### config.mk
export PLATFORM = sky130hd
export DESIGN_NAME = dh_forward_kinematics_chain_core
export DESIGN_NICKNAME = d
export VERILOG_FILES = /design/src/rtl/dhfk_pkg.sv /design/src/rtl/dhfk_cordic.sv /design/src/rtl/dhfk_mac.sv /design/src/rtl/dh_forward_kinematics_chain_core.sv
export SDC_FILE = /design/constraint.sdc
export NUM_CORES = 2
export LEC_CHECK = 0
export BUFFER_PORTS_ARGS = -buffer_cell sky130_fd_sc_hd__buf_4
export CAP_MARGIN = 20
export CORE_MARGIN = 2
export CORE_UTILIZATION = 55
export DETAILED_ROUTE_END_ITERATION = 8
export GPL_TIMING_DRIVEN = 0
export PLACE_DENSITY = 0.72
export SYNTH_ARGS = -nofsm -noshare
export SYNTH_HDL_FRONTEND = slang
export SYNTH_HIERARCHICAL = 1
export SYNTH_SLANG_ARGS = --single-unit
### constraint.sdc
create_clock -name clk_i -period 16.64 [get_ports clk_i]
set_clock_uncertainty 0.2 [all_clocks]
set_input_delay 0 -clock clk_i [delete_from_list [all_inputs] [get_ports clk_i]]
set_output_delay 0 -clock clk_i [all_outputs]
set_load 0.05 [all_outputs]
### src/rtl/dhfk_pkg.sv
// ----------------------------------------------------------------------------
// dhfk_pkg: shared types and constants for the forward kinematics core
// fixed-point constants, arctangent table and sequencer state codes
// ----------------------------------------------------------------------------
package dhfk_pkg;

  localparam int MaxJoints = 8;
  localparam int JntW      = 4;

  localparam logic signed [19:0] Q16Pi     = 20'sd205887;
  localparam logic signed [19:0] Q16TwoPi  = 20'sd411775;
  localparam logic signed [19:0] Q16HalfPi = 20'sd102944;
  localparam logic signed [19:0] CordicX0  = 20'sd39797;
  localparam logic signed [15:0] RotOne    = 16'sd16384;

  typedef enum logic [3:0] {
    ST_IDLE,
    ST_PREP,
    ST_CORDIC,
    ST_LINK,
    ST_POS,
    ST_ROT,
    ST_COMMIT,
    ST_OUT
  } state_e;

  function automatic logic signed [19:0] atan_lut(input logic [3:0] i);
    logic signed [19:0] r;
    case (i)
      4'd0:  r = 20'sd51472;
      4'd1:  r = 20'sd30386;
      4'd2:  r = 20'sd16055;
      4'd3:  r = 20'sd8150;
      4'd4:  r = 20'sd4091;
      4'd5:  r = 20'sd2047;
      4'd6:  r = 20'sd1024;
      4'd7:  r = 20'sd512;
      4'd8:  r = 20'sd256;
      4'd9:  r = 20'sd128;
      4'd10: r = 20'sd64;
      4'd11: r = 20'sd32;
      4'd12: r = 20'sd16;
      4'd13: r = 20'sd8;
      4'd14: r = 20'sd4;
      default: r = 20'sd2;
    endcase
    return r;
  endfunction

endpackage

### src/rtl/dhfk_cordic.sv
// ----------------------------------------------------------------------------
// dhfk_cordic: dual rotation-mode cordic
// one micro-rotation per cycle on theta and alpha side by side, 16 steps
// ----------------------------------------------------------------------------
module dhfk_cordic (
  input  logic               clk_i,
  input  logic               rst_ni,
  input  logic               start_i,
  input  logic signed [19:0] ang_t_i,
  input  logic signed [19:0] ang_a_i,
  output logic               done_o,
  output logic signed [19:0] cos_t_o,
  output logic signed [19:0] sin_t_o,
  output logic signed [19:0] cos_a_o,
  output logic signed [19:0] sin_a_o
);
  import dhfk_pkg::*;

  logic signed [19:0] xt_q, yt_q, zt_q, xa_q, ya_q, za_q;
  logic [3:0] i_q;
  logic busy_q, nt_q, na_q, done_q;

  // fold into [-pi/2, pi/2]; returns folded angle and negate flag
  function automatic logic [20:0] fold(input logic signed [19:0] a0);
    logic signed [19:0] a;
    logic n;
    a = a0;
    n = 1'b0;
    if (a > Q16Pi) a = a - Q16TwoPi;
    else if (a < -Q16Pi) a = a + Q16TwoPi;
    if (a > Q16HalfPi) begin
      a = a - Q16Pi;
      n = 1'b1;
    end else if (a < -Q16HalfPi) begin
      a = a + Q16Pi;
      n = 1'b1;
    end
    return {n, a};
  endfunction

  logic [20:0] ft, fa;
  assign ft = fold(ang_t_i);
  assign fa = fold(ang_a_i);

  always_ff @(posedge clk_i or negedge rst_ni) begin
    if (!rst_ni) begin
      busy_q <= 1'b0;
      done_q <= 1'b0;
      i_q    <= '0;
    end else begin
      done_q <= 1'b0;
      if (start_i) begin
        busy_q <= 1'b1;
        i_q    <= '0;
      end else if (busy_q) begin
        i_q <= i_q + 4'd1;
        if (i_q == 4'd15) begin
          busy_q <= 1'b0;
          done_q <= 1'b1;
        end
      end
    end
  end

  always_ff @(posedge clk_i) begin
    if (start_i) begin
      xt_q <= CordicX0; yt_q <= '0; zt_q <= ft[19:0]; nt_q <= ft[20];
      xa_q <= CordicX0; ya_q <= '0; za_q <= fa[19:0]; na_q <= fa[20];
    end else if (busy_q) begin
      if (!zt_q[19]) begin
        xt_q <= xt_q - (yt_q >>> i_q); yt_q <= yt_q + (xt_q >>> i_q);
        zt_q <= zt_q - atan_lut(i_q);
      end else begin
        xt_q <= xt_q + (yt_q >>> i_q); yt_q <= yt_q - (xt_q >>> i_q);
        zt_q <= zt_q + atan_lut(i_q);
      end
      if (!za_q[19]) begin
        xa_q <= xa_q - (ya_q >>> i_q); ya_q <= ya_q + (xa_q >>> i_q);
        za_q <= za_q - atan_lut(i_q);
      end else begin
        xa_q <= xa_q + (ya_q >>> i_q); ya_q <= ya_q - (xa_q >>> i_q);
        za_q <= za_q + atan_lut(i_q);
      end
    end
  end

  assign done_o  = done_q;
  assign cos_t_o = nt_q ? -xt_q : xt_q;
  assign sin_t_o = nt_q ? -yt_q : yt_q;
  assign cos_a_o = na_q ? -xa_q : xa_q;
  assign sin_a_o = na_q ? -ya_q : ya_q;
endmodule

### src/rtl/dhfk_mac.sv
// ----------------------------------------------------------------------------
// dhfk_mac: shared multiply-accumulate unit
// one signed 24x20 product per cycle while enabled, into a wide accumulator
// ----------------------------------------------------------------------------
module dhfk_mac (
  input  logic               clk_i,
  input  logic               clr_i,
  input  logic               en_i,
  input  logic signed [23:0] a_i,
  input  logic signed [19:0] b_i,
  output logic signed [47:0] acc_o
);
  logic signed [47:0] acc_q;
  logic signed [43:0] prod;

  assign prod = a_i * b_i;

  always_ff @(posedge clk_i) begin
    if (clr_i) acc_q <= '0;
    else if (en_i) acc_q <= acc_q + 48'(prod);
  end

  assign acc_o = acc_q;
endmodule

### src/rtl/dh_forward_kinematics_chain_core.sv
// ----------------------------------------------------------------------------
// dh_forward_kinematics_chain_core: serial denavit-hartenberg chain
// per joint: cordic sin/cos, link entries and 3x4 transform update on one mac
// ----------------------------------------------------------------------------
// A joint beat runs from acceptance until ready again through these steps:
// fold the angles and start the cordic, run the 16 cordic steps (theta and
// alpha side by side) up to the done flag, form the six link products (each
// after an accumulator clear, plus the last result), then the position (three
// products and a result per row) and the rotation (the same per entry) on the
// single shared multiplier, then commit. A tip beat then loads the output
// register, which holds the result until taken; the next joint is not taken
// meanwhile. A joint past the joint limit is dropped, and on a tip beat the
// output register is still loaded.
module dh_forward_kinematics_chain_core (
  input  logic         clk_i,
  input  logic         rst_ni,
  input  logic         s_axis_tvalid,
  output logic         s_axis_tready,
  // joint_angle[15:0], angle_offset[31:16], link_length[49:32],
  // link_offset[67:50], link_twist[83:68], zeros[87:84]
  input  logic [87:0]  s_axis_tdata,
  input  logic         s_axis_tlast,   // last_joint
  output logic         m_axis_tvalid,
  input  logic         m_axis_tready,
  // rot_00..rot_22 [143:0] 16 bits each, pos_x[167:144], pos_y[191:168],
  // pos_z[215:192]
  output logic [215:0] m_axis_tdata
);
  import dhfk_pkg::*;

  state_e state_q, state_d;
  logic signed [15:0] rot_q [9];
  logic signed [15:0] nr_q  [9];
  logic signed [23:0] pos_q [3];
  logic signed [19:0] ra_q  [9];
  logic signed [19:0] pa_q  [3];
  logic [JntW-1:0] jnt_q;
  logic [4:0] k_q;          // entry index
  logic [1:0] t_q;          // product index within entry, 3 = result cycle
  logic last_q;
  logic signed [19:0] ang_t_q, ang_a_q, a_q, d_q;
  logic [215:0] out_q;
  logic ovalid_q;

  logic c_start, c_done;
  logic signed [19:0] ct, st, ca, sa;

  dhfk_cordic u_cordic (
    .clk_i, .rst_ni, .start_i(c_start), .ang_t_i(ang_t_q), .ang_a_i(ang_a_q),
    .done_o(c_done), .cos_t_o(ct), .sin_t_o(st), .cos_a_o(ca), .sin_a_o(sa)
  );

  logic mclr, men;
  logic signed [23:0] ma;
  logic signed [19:0] mb;
  logic signed [47:0] acc;

  dhfk_mac u_mac (.clk_i, .clr_i(mclr), .en_i(men), .a_i(ma), .b_i(mb), .acc_o(acc));

  logic in_acc;
  assign s_axis_tready = (state_q == ST_IDLE) && !ovalid_q;
  assign in_acc = s_axis_tvalid && s_axis_tready;

  // index helpers
  logic [1:0] ri, cj;
  logic [3:0] ia, ib;
  always_comb begin
    ri = 2'd0; cj = 2'd0;
    // position pass walks rows, rotation pass walks entries
    if (state_q == ST_POS) begin
      ri = k_q[1:0];
    end else begin
      case (k_q)
        5'd0, 5'd1, 5'd2: ri = 2'd0;
        5'd3, 5'd4, 5'd5: ri = 2'd1;
        default: ri = 2'd2;
      endcase
    end
    cj = 2'(k_q - 5'(ri) * 5'd3);
    ia = 4'(ri) * 4'd3 + 4'(t_q == 2'd3 ? 2'd0 : t_q);
    ib = 4'(t_q == 2'd3 ? 2'd0 : t_q) * 4'd3 + 4'(cj);
  end

  logic signed [47:0] rnd16, rnd14, pnew;
  assign rnd16 = (acc + 48'sd32768) >>> 16;
  assign rnd14 = (acc + 48'sd8192) >>> 14;
  assign pnew  = rnd14 + 48'(pos_q[ri]);

  function automatic logic signed [15:0] sat16(input logic signed [47:0] v);
    if (v > 48'sd32767) return 16'sh7fff;
    if (v < -48'sd32768) return 16'sh8000;
    return v[15:0];
  endfunction
  function automatic logic signed [23:0] sat24(input logic signed [47:0] v);
    if (v > 48'sd8388607) return 24'sh7fffff;
    if (v < -48'sd8388608) return 24'sh800000;
    return v[23:0];
  endfunction

  always_comb begin
    state_d = state_q;
    c_start = 1'b0;
    mclr = 1'b0; men = 1'b0; ma = '0; mb = '0;
    unique case (state_q)
      ST_IDLE: if (in_acc) state_d = ST_PREP;
      ST_PREP: begin
        if (jnt_q < JntW'(MaxJoints)) begin
          c_start = 1'b1; state_d = ST_CORDIC;
        end else state_d = last_q ? ST_OUT : ST_IDLE;
      end
      ST_CORDIC: begin
        mclr = 1'b1;
        if (c_done) state_d = ST_LINK;
      end
      ST_LINK: begin
        // link products: st*ca, st*sa, ct*ca, ct*sa, a*ct, a*st; each after an accumulator clear
        if (!k_q[0]) begin
          mclr = 1'b1;
        end else begin
          men = 1'b1;
          case (k_q[4:1])
            4'd0: begin ma = 24'(st); mb = ca; end
            4'd1: begin ma = 24'(st); mb = sa; end
            4'd2: begin ma = 24'(ct); mb = ca; end
            4'd3: begin ma = 24'(ct); mb = sa; end
            4'd4: begin ma = 24'(a_q); mb = ct; end
            default: begin ma = 24'(a_q); mb = st; end
          endcase
        end
        if (k_q == 5'd12) state_d = ST_POS;
      end
      ST_POS: begin
        if (t_q == 2'd3) mclr = 1'b1;
        else begin
          men = 1'b1; ma = 24'(rot_q[ia]); mb = pa_q[t_q];
        end
        if (t_q == 2'd3 && k_q == 5'd2) state_d = ST_ROT;
      end
      ST_ROT: begin
        if (t_q == 2'd3) mclr = 1'b1;
        else begin
          men = 1'b1; ma = 24'(rot_q[ia]); mb = ra_q[ib];
        end
        if (t_q == 2'd3 && k_q == 5'd8) state_d = ST_COMMIT;
      end
      ST_COMMIT: state_d = last_q ? ST_OUT : ST_IDLE;
      ST_OUT: state_d = ST_IDLE;
      default: state_d = ST_IDLE;
    endcase
  end

  always_ff @(posedge clk_i or negedge rst_ni) begin
    if (!rst_ni) begin
      state_q  <= ST_IDLE;
      ovalid_q <= 1'b0;
      jnt_q    <= '0;
      k_q      <= '0;
      t_q      <= '0;
      for (int n = 0; n < 9; n++) rot_q[n] <= (n % 4 == 0) ? RotOne : 16'sd0;
      for (int n = 0; n < 3; n++) pos_q[n] <= '0;
    end else begin
      state_q <= state_d;
      if (ovalid_q && m_axis_tready) ovalid_q <= 1'b0;
      case (state_q)
        ST_CORDIC: begin k_q <= '0; t_q <= '0; end
        ST_LINK: begin
          if (k_q[0] == 1'b0 && k_q != 5'd0) begin
            case (k_q[4:1])
              4'd1: ra_q[1] <= -rnd16[19:0];
              4'd2: ra_q[2] <= rnd16[19:0];
              4'd3: ra_q[4] <= rnd16[19:0];
              4'd4: ra_q[5] <= -rnd16[19:0];
              4'd5: pa_q[0] <= rnd16[19:0];
              default: pa_q[1] <= rnd16[19:0];
            endcase
          end
          if (k_q == 5'd0) begin
            ra_q[0] <= ct; ra_q[3] <= st; ra_q[6] <= '0;
            ra_q[7] <= sa; ra_q[8] <= ca; pa_q[2] <= d_q;
          end
          k_q <= (k_q == 5'd12) ? 5'd0 : k_q + 5'd1;
        end
        ST_POS, ST_ROT: begin
          t_q <= t_q + 2'd1;
          if (t_q == 2'd3) begin
            if (state_q == ST_POS) pos_q[ri] <= sat24(pnew);
            else nr_q[k_q[3:0]] <= sat16(rnd16);
            k_q <= ((state_q == ST_POS && k_q == 5'd2) || k_q == 5'd8) ? 5'd0
                   : k_q + 5'd1;
          end
        end
        ST_COMMIT: begin
          for (int n = 0; n < 9; n++) rot_q[n] <= nr_q[n];
          jnt_q <= jnt_q + JntW'(1);
        end
        ST_OUT: begin
          ovalid_q <= 1'b1;
          for (int n = 0; n < 9; n++) rot_q[n] <= (n % 4 == 0) ? RotOne : 16'sd0;
          for (int n = 0; n < 3; n++) pos_q[n] <= '0;
          jnt_q <= '0;
        end
        default: ;
      endcase
    end
  end

  always_ff @(posedge clk_i) begin
    if (in_acc) begin
      ang_t_q <= (20'(signed'(s_axis_tdata[15:0])) + 20'(signed'(s_axis_tdata[31:16]))) <<< 3;
      a_q     <= 20'(signed'(s_axis_tdata[49:32]));
      d_q     <= 20'(signed'(s_axis_tdata[67:50]));
      ang_a_q <= 20'(signed'(s_axis_tdata[83:68])) <<< 3;
      last_q  <= s_axis_tlast;
    end
    if (state_q == ST_OUT) begin
      for (int n = 0; n < 9; n++) out_q[n*16 +: 16] <= rot_q[n];
      for (int n = 0; n < 3; n++) out_q[144 + n*24 +: 24] <= pos_q[n];
    end
  end

  assign m_axis_tvalid = ovalid_q;
  assign m_axis_tdata  = out_q;
endmodule

After elaboration in Yosys (flattened, before gate mapping)
Memory sizes are Yosys's and may differ from the RTL's.
Index checks and enable logic that the tools add are counted.
Word-level totals
  register bits: 694
  bits in latches: 0
  memory bits (writable): 384
  bits in read-only memories: 1024
  input bits: 93
  output and inout bits: 218
  word-level logic and storage cells: 353
  memories: 7
Memories
  (name not given): words 16, bits a word 16, rd ports 1, clocked after memory_dff 0, write ports 0, RTL line dhfk_pkg.sv:29  | case (i)
  (name not given): words 16, bits a word 16, rd ports 1, clocked after memory_dff 0, write ports 0, RTL line dhfk_pkg.sv:29
  (name not given): words 16, bits a word 16, rd ports 1, clocked after memory_dff 0, write ports 0, RTL line dhfk_pkg.sv:29
  (name not given): words 16, bits a word 16, rd ports 1, clocked after memory_dff 0, write ports 0, RTL line dhfk_pkg.sv:29
  ra_q: words 9, bits a word 20, rd ports 1, clocked after memory_dff 0, write ports 5, RTL line dh_forward_kinematics_chain_core.sv:35  | logic signed [19:0] ra_q [9];
  nr_q: words 9, bits a word 16, rd ports 9, clocked after memory_dff 0, write ports 1, RTL line dh_forward_kinematics_chain_core.sv:33  | logic signed [15:0] nr_q [9];
  +1 memories
Operators by class
  $add $sub $neg: 37
  multiply operators: 4
  divide/modulo/power cells: 0
  magnitude comparators: 16
  equality and inequality tests: 28
  shifts and indexed selects: 4
  muxes and demuxes: 174
  bitwise gates (word level): 3
  reduce and logical (&&, ||, !) cells: 45
Operator list (number)
  two-way mux 20 bit: 43
  two-way mux 24 bit: 12
  case mux 144 bit (2 select lines): 1
  two-way mux 16 bit: 9
  two-way mux 72 bit: 2
  case mux 72 bit (2 select lines): 1
  adder 20 bit: 6
  case mux 20 bit (3 select lines): 2
  OR reduction 20 bit: 6
  subtractor 20 bit: 6
  negator 20 bit: 5
  case mux 24 bit (2 select lines): 2
  >>> shifter 20 x 4 -> 20 bit: 4
  bitwise mux 72 bit: 1
  two-way mux 1 bit: 71
  binary-select mux 16 bit (select 4 bit): 1
  adder 48 x 15 -> 48 bit (second input constant): 1
  adder 48 x 17 -> 48 bit (second input constant): 1
  adder 48 x 44 -> 48 bit: 1
  binary-select mux 24 bit (select 2 bit): 1
  demux 24 bit (select 2 bit): 1
  multiplier 24 x 20 -> 44 bit: 1
  two-way mux 4 bit: 11
  adder 20 x 19 -> 20 bit (second input constant): 2
  66 further kinds: 120

Longest topological paths before layout
  depth after elaboration: 27
  depth in mapped cells: 50
  depth with buffers taken out: 46

By module
The synthesis kept the hierarchy.
By module, submodules not included
  dh_forward_kinematics_chain_core: times used 1, cells an instance 3070, area an instance 38953.6 um^2, sequential area each 25243.0 um^2
  dhfk_mac: times used 1, cells an instance 2543, area an instance 22641.7 um^2, sequential area each 960.9 um^2
  dhfk_cordic: times used 1, cells an instance 2642, area an instance 21159.0 um^2, sequential area each 3012.9 um^2

Least setup slack after synthesis
No wires, ideal clock.
  kind: reg-to-reg
  from: reg k_q[1]
  to: reg u_mac.acc_q[47] (netlist: u_mac/acc_o[47])
  library setup time: 0.103 ns
  data arrival time: 11.489 ns
  data required time: 16.337 ns
  slack: 4.847 ns
  stages on the path, launching flop included: 45
  buffers on the path: 5
  path through: dfrtp_1 -> clkbuf_1 -> inv_1 -> ha_1 -> nor2_1 -> nand2_1 -> o21ai_0 -> o31ai_1 -> clkbuf_1 -> ha_1 -> ha_1 -> xor2_1 -> ha_1 -> clkbuf_1 -> buf_1 -> mux4_2 -> nor2_1 -> a211oi_1 -> (+9 left out) -> fa_1 -> inv_1 -> fa_1 -> fa_1 -> fa_1 -> inv_1 -> fa_1 -> inv_1 -> ha_1 -> buf_2 -> o21a_1 -> a21oi_2 -> a21o_2 -> a2bb2oi_1 -> o21a_1 -> o21a_2 -> o2111a_1 -> a2111oi_2
On the way
  elaborated cells between the ends (all ways): 39
  classes of those cells: 4 x add/sub; 3 x mul; 9 x eq/ne; 13 x mux; 1 x bitwise; 8 x reduce/logical; 1 x memory
RTL lines
  start, declared: RTL line dh_forward_kinematics_chain_core.sv:38  | logic [4:0] k_q;
  start signal, assigned: RTL line dh_forward_kinematics_chain_core.sv:181  | k_q <= (k_q == 5'd12) ? 5'd0 : k_q + 5'd1;
  start signal, assigned: RTL line dh_forward_kinematics_chain_core.sv:188  | k_q <= ((state_q == ST_POS && k_q == 5'd2) || k_q == 5'd8) ? 5'd0
  == test 5 x 2 -> 1 bit, or another cell as far along: RTL line dh_forward_kinematics_chain_core.sv:73  | case (k_q)
  OR reduction 3 bit: RTL line dh_forward_kinematics_chain_core.sv:73
  case mux 2 bit (2 select lines): RTL line dh_forward_kinematics_chain_core.sv:73
  two-way mux 2 bit: RTL line dh_forward_kinematics_chain_core.sv:70  | if (state_q == ST_POS) begin
  multiplier 2 x 1 -> 2 bit: RTL line dh_forward_kinematics_chain_core.sv:79  | cj = 2'(k_q - 5'(ri) * 5'd3);
  subtractor 2 bit: RTL line dh_forward_kinematics_chain_core.sv:79
  adder 4 x 2 -> 4 bit: RTL line dh_forward_kinematics_chain_core.sv:81  | ib = 4'(t_q == 2'd3 ? 2'd0 : t_q) * 4'd3 + 4'(cj);
  memory (9 x 20 bit)
  two-way mux 20 bit: RTL line dh_forward_kinematics_chain_core.sv:140  | if (t_q == 2'd3) mclr = 1'b1;
  case mux 20 bit (3 select lines) (*): RTL line dh_forward_kinematics_chain_core.sv:104  | unique case (state_q)
  named net mb[0]: RTL line dh_forward_kinematics_chain_core.sv:55  | logic signed [19:0] mb;
  multiplier 24 x 20 -> 44 bit (*): RTL line dhfk_mac.sv:16  | assign prod = a_i * b_i;
  adder 48 x 44 -> 48 bit (*): RTL line dhfk_mac.sv:20  | else if (en_i) acc_q <= acc_q + 48'(prod);
  end signal, assigned: RTL line dhfk_mac.sv:20
  end, declared: RTL line dhfk_mac.sv:13  | logic signed [47:0] acc_q;
Mark *: on every way through the listed nets, which the timed path passes. The rest lies on a longest branch. The select of a mux whose other input is x is not followed.
A chain may end at the register's enable or synchronous reset.

Worst setup path after layout
  from: reg k_q[1]
  to: reg u_mac.acc_q[46] (netlist: u_mac/acc_o[46])
Same word-level chain as after synthesis.

==> metrics.log <==
[metrics] CTS root buffer: sky130_fd_sc_hd__clkbuf_16
[metrics] Critical Path End Type: flop
[metrics] average via count per standard cell: 6.08
[metrics] floorplan die area: 154000 sq um
[metrics] Worst IR Drop VDD: 97.1 uV
[metrics] result of the run: finished clean
[metrics] Max-Slew Margin vs Limit: 0.170
[metrics] number of port buffers: 306
[metrics] fraction of layout instances using a drive strength above 1: 0.112
[metrics] effective utilization at floorplan: 0.553
[metrics] type of the most critical hold path: input pin to flop
[metrics] core footprint: 150000 sq um
[metrics] metal3 WL: 27.3 mm
[metrics] final antenna-violating net count: 0
[metrics] pwr dens: 92.2 nW/um^2
[metrics] register area share after synthesis: 0.353
[metrics] largest net degree at the start of global routing: 118
[metrics] worst-skew pair later-pin latency: 800 ps
[metrics] max layer used: met5
[metrics] worst-case setup slack after placement: 2130 ps
[metrics] leftover overflow at the end of global routing: 0
[metrics] Sw Ratio: 0.350
[metrics] final total negative setup slack: 0 ps
[metrics] Tightest Pin Transition: 1240 ps
[metrics] clock slew seen by the registers of the worst setup and hold paths: 60 ps
[metrics] Most Frequent Cell on Critical Path: sky130_fd_sc_hd__inv_1
[metrics] number of flops mapped to enable cells by yosys: 690
[metrics] Worst path slowest cell: sky130_fd_sc_hd__o22ai_1
[metrics] length of routed wiring on met1: 106 mm
[metrics] clock net sink count: 1055
[metrics] number of setup violations in the final report: 0
[metrics] Arr. time, crit path: 15340 ps
[metrics] number of distinct standard cells referenced by the synthesized netlist: 144
[metrics] DRC marker count from the first detailed-route iteration: 7217
[metrics] crit path launch type: flop
[metrics] remaining routing DRC violations: 0
[metrics] height of the die: 392 microns
[metrics] number of antenna violations at the first check in global routing: 12
[metrics] required time of the critical path: 17090 ps
[metrics] unrepaired setup endpoints after global routing: false
[metrics] post-DR wirelength/cell: 24.7 microns
[metrics] total count of hold-check failures in the final report: 0
[metrics] clock buffer count from CTS: 111
[metrics] net load switching power: 3.03 mW
[metrics] CTS tree: done
[metrics] share of flip-flops with an asynchronous set or reset after synthesis: 0.225
[metrics] worst-path fanout max: 13
[metrics] Crit Path Category: flop to flop
[metrics] maximum level of the CTS H-tree: 3
[metrics] routed length on met2: 126 mm
[metrics] die outline width: 392 microns
[metrics] combined global-route utilization of all metal layers: 0.353
[metrics] routability congestion estimate from global placement: 1.04
[metrics] Max Slew Vio Count: 0
[metrics] fraction of power consumed by the clock network: 0.309
[metrics] register bit count reported by yosys: 1055
[metrics] Max clock buf depth: 3
[metrics] area grow syn2layout: 13.6%
[metrics] count of cells resized by post-cts repair: 0
[metrics] Primary FF master, synth: sky130_fd_sc_hd__edfxtp_1
[metrics] max-cap violation count: 0
[metrics] synthesis warning total: 6
[metrics] I/O pin cnt: 311
[metrics] Internal Pwr Total: 5.63 mW
[metrics] cell area after synthesis: 82800 sq um
[metrics] wire length of the first global-routing pass: 408 mm
[metrics] Critical Path Max Stage Delay: 830 ps
[metrics] post-route worst setup slack: 1760 ps
[metrics] HPWL after detailed placement: 215 mm
[metrics] detailed-routing iteration count for the pre-antenna-repair pass: 7
[metrics] post-synthesis instance total: 8255
[metrics] Lkg Pwr: 39.5 nW
[metrics] overall via count from detail_route: 67077
[metrics] final critical path time including I/O delays and setup: 14890 ps
[metrics] combinational share of power: 0.329
[metrics] post-synthesis average cell area: 10.0 sq um
[metrics] maximum clock frequency: 67.2 MHz
[metrics] number of nets in the final layout: 9947
[metrics] reg-to-reg slack, setup: 1760 ps
[metrics] sequential fraction of design power: 0.362
[metrics] wire length reported by the detailed router: 273 mm
[metrics] buffers and inverters on the worst path: 14
[metrics] gate family responsible for the most delay along the worst path: adder cells
[metrics] number of rows in the core area: 142
[metrics] final clock period utilization by the worst path: 0.895
[metrics] via count of the first global-routing pass: 65974
cells in the final DEF (no fill, tap or decap), drive strengths merged, types with 158 or more instances in the layout:
cell type / netlist / layout
a21oi: 373 / 373
and2: 254 / 254
buf: 126 / 486
clkbuf: 349 / 492
dfrtp: 234 / 234
dlygate4sd3: 0 / 165
edfxtp: 690 / 690
fa: 585 / 585
ha: 361 / 361
inv: 918 / 925
mux2i: 158 / 158
nand2: 949 / 949
nand2b: 196 / 196
nor2: 472 / 472
o21ai: 544 / 544
xnor2: 303 / 303
xor2: 167 / 167
through the flow:
| stage | power (mW) | instances | util | hold slack (ps) | area [sq um] |
|---|---|---|---|---|---|
| floorplan | 5.10 | 8270 | - | -496 | 82800 |
| global placement | 5.83 | 10592 | 0.586 | -21.8 | 87600 |
| detailed placement | 5.89 | 10637 | 0.590 | -388 | 88300 |
| CTS | 8.60 | 11014 | 0.628 | 54.6 | 93900 |
| global route | 9.00 | 11024 | 0.628 | 79.4 | 94000 |
| finish | 8.67 | 11028 | 0.628 | 95.6 | 94000 |
sequential cells by signal, indices dropped and copies added, names as in the netlist, 2 cells and up:
signal,count
m_axis_tdata,216
ra_q,160
nr_q,144
rot_q,144
pos_q,72
pa_q,58
u_mac/acc_o,48
u_cordic/xa_q,20
u_cordic/xt_q,20
u_cordic/ya_q,20
u_cordic/yt_q,20
u_cordic/za_q,20
u_cordic/zt_q,20
a_q,18
d_q,18
ang_t_q,17
ang_a_q,16
k_q,5
jnt_q,4
u_cordic/i_q,4
state_q,3
t_q,2
cell families after synthesis:
logic type / share of synthesized area
AO/OA/AOI/OAI: 0.126
XOR/XNOR: 0.0501
buffers and inverters: 0.0670
flip-flops: 0.353
adder cells (fa/ha/maj): 0.196
multiplexers: 0.0668
other: 0.0000453
AND/OR/NAND/NOR: 0.140
worst paths after layout:
kind / from / endpoint / depth (start not counted)
setup / recovery: k_q[1] / u_mac/acc_o[46] / 49
hold / removal: s_axis_tvalid / a_q[16] / 3
setup reg to reg: k_q[1] / u_mac/acc_o[46] / 49
hold reg to reg: d_q[16] / pa_q[2][16] / 0
max in group asynchronous: rst_ni / rot_q[17] / 5
min in group asynchronous: rst_ni / pos_q[70] / 3
layout make-up:
| class | instances | area, sq um |
|---|---|---|
| Clock buffer | 143 | 3000 |
| Multi-Input combinational cell | 5820 | 48100 |
| Tap cell | 2016 | 2520 |
| Inverter | 920 | 3450 |
| Buffer | 475 | 2090 |
| Timing Repair Buffer | 525 | 4620 |
| Clock inverter | 69 | 957 |
| Antenna cell | 5 | 12.5 |
| Sequential cell | 1055 | 29200 |
| Fill cell | 12286 | 55600 |
power by group through the flow:
stage	registers (mW)	logic, mW	clock network (mW)
after global routing	3.14	3.06	2.80
after global placement	3.18	2.65	0
after floorplan	3.08	2.02	0
after detailed placement	3.18	2.71	0
final	3.14	2.85	2.68
after CTS	3.13	2.77	2.70
worst min-delay path, stage by stage:
cell	delay (ps)
sky130_fd_sc_hd__dlygate4sd3_1	540
sky130_fd_sc_hd__buf_4	130
sky130_fd_sc_hd__and2_4	210
cell usage after synthesis, types with 42 or more instances:
cell type	instances	area, sq um
sky130_fd_sc_hd__nor2_1	454	1700
sky130_fd_sc_hd__mux2_2	61	687
sky130_fd_sc_hd__nand2b_1	196	1230
sky130_fd_sc_hd__a21o_1	85	638
sky130_fd_sc_hd__fa_1	585	11700
sky130_fd_sc_hd__xnor2_1	300	2630
sky130_fd_sc_hd__a21oi_1	368	1840
sky130_fd_sc_hd__and2_1	251	1570
sky130_fd_sc_hd__buf_1	42	158
sky130_fd_sc_hd__a211oi_1	57	428
sky130_fd_sc_hd__mux4_2	138	3110
sky130_fd_sc_hd__dfrtp_1	234	5860
sky130_fd_sc_hd__a31oi_1	74	463
sky130_fd_sc_hd__o31ai_1	47	353
sky130_fd_sc_hd__nand2_1	945	3550
sky130_fd_sc_hd__inv_1	917	3440
sky130_fd_sc_hd__nor3_1	100	500
sky130_fd_sc_hd__edfxtp_1	690	20700
sky130_fd_sc_hd__ha_1	361	4520
sky130_fd_sc_hd__xor2_1	166	1450
sky130_fd_sc_hd__clkbuf_1	348	1310
sky130_fd_sc_hd__mux2i_1	155	1550
sky130_fd_sc_hd__o22ai_1	50	313
sky130_fd_sc_hd__o21ai_0	460	2300
sky130_fd_sc_hd__dfxtp_1	128	2560
sky130_fd_sc_hd__nand3_1	124	621
sky130_fd_sc_hd__buf_2	46	230
sky130_fd_sc_hd__o21ai_1	62	310
sky130_fd_sc_hd__and3_1	56	350
sky130_fd_sc_hd__nand4_1	43	269
metal layers:
metal,vias up,global-route usage
met3,711,0.0807
met4,12,0.150
met2,3568,0.563
li1,29628,-
met5,-,0
met1,33158,0.465
what timing repair did:
item / in CTS / in global routing
endpoints found under the hold margin: 378 / 0
hold buffers: 165 / 0
setup buffers: 0 / 0
(Power assumes the default switching activity.)
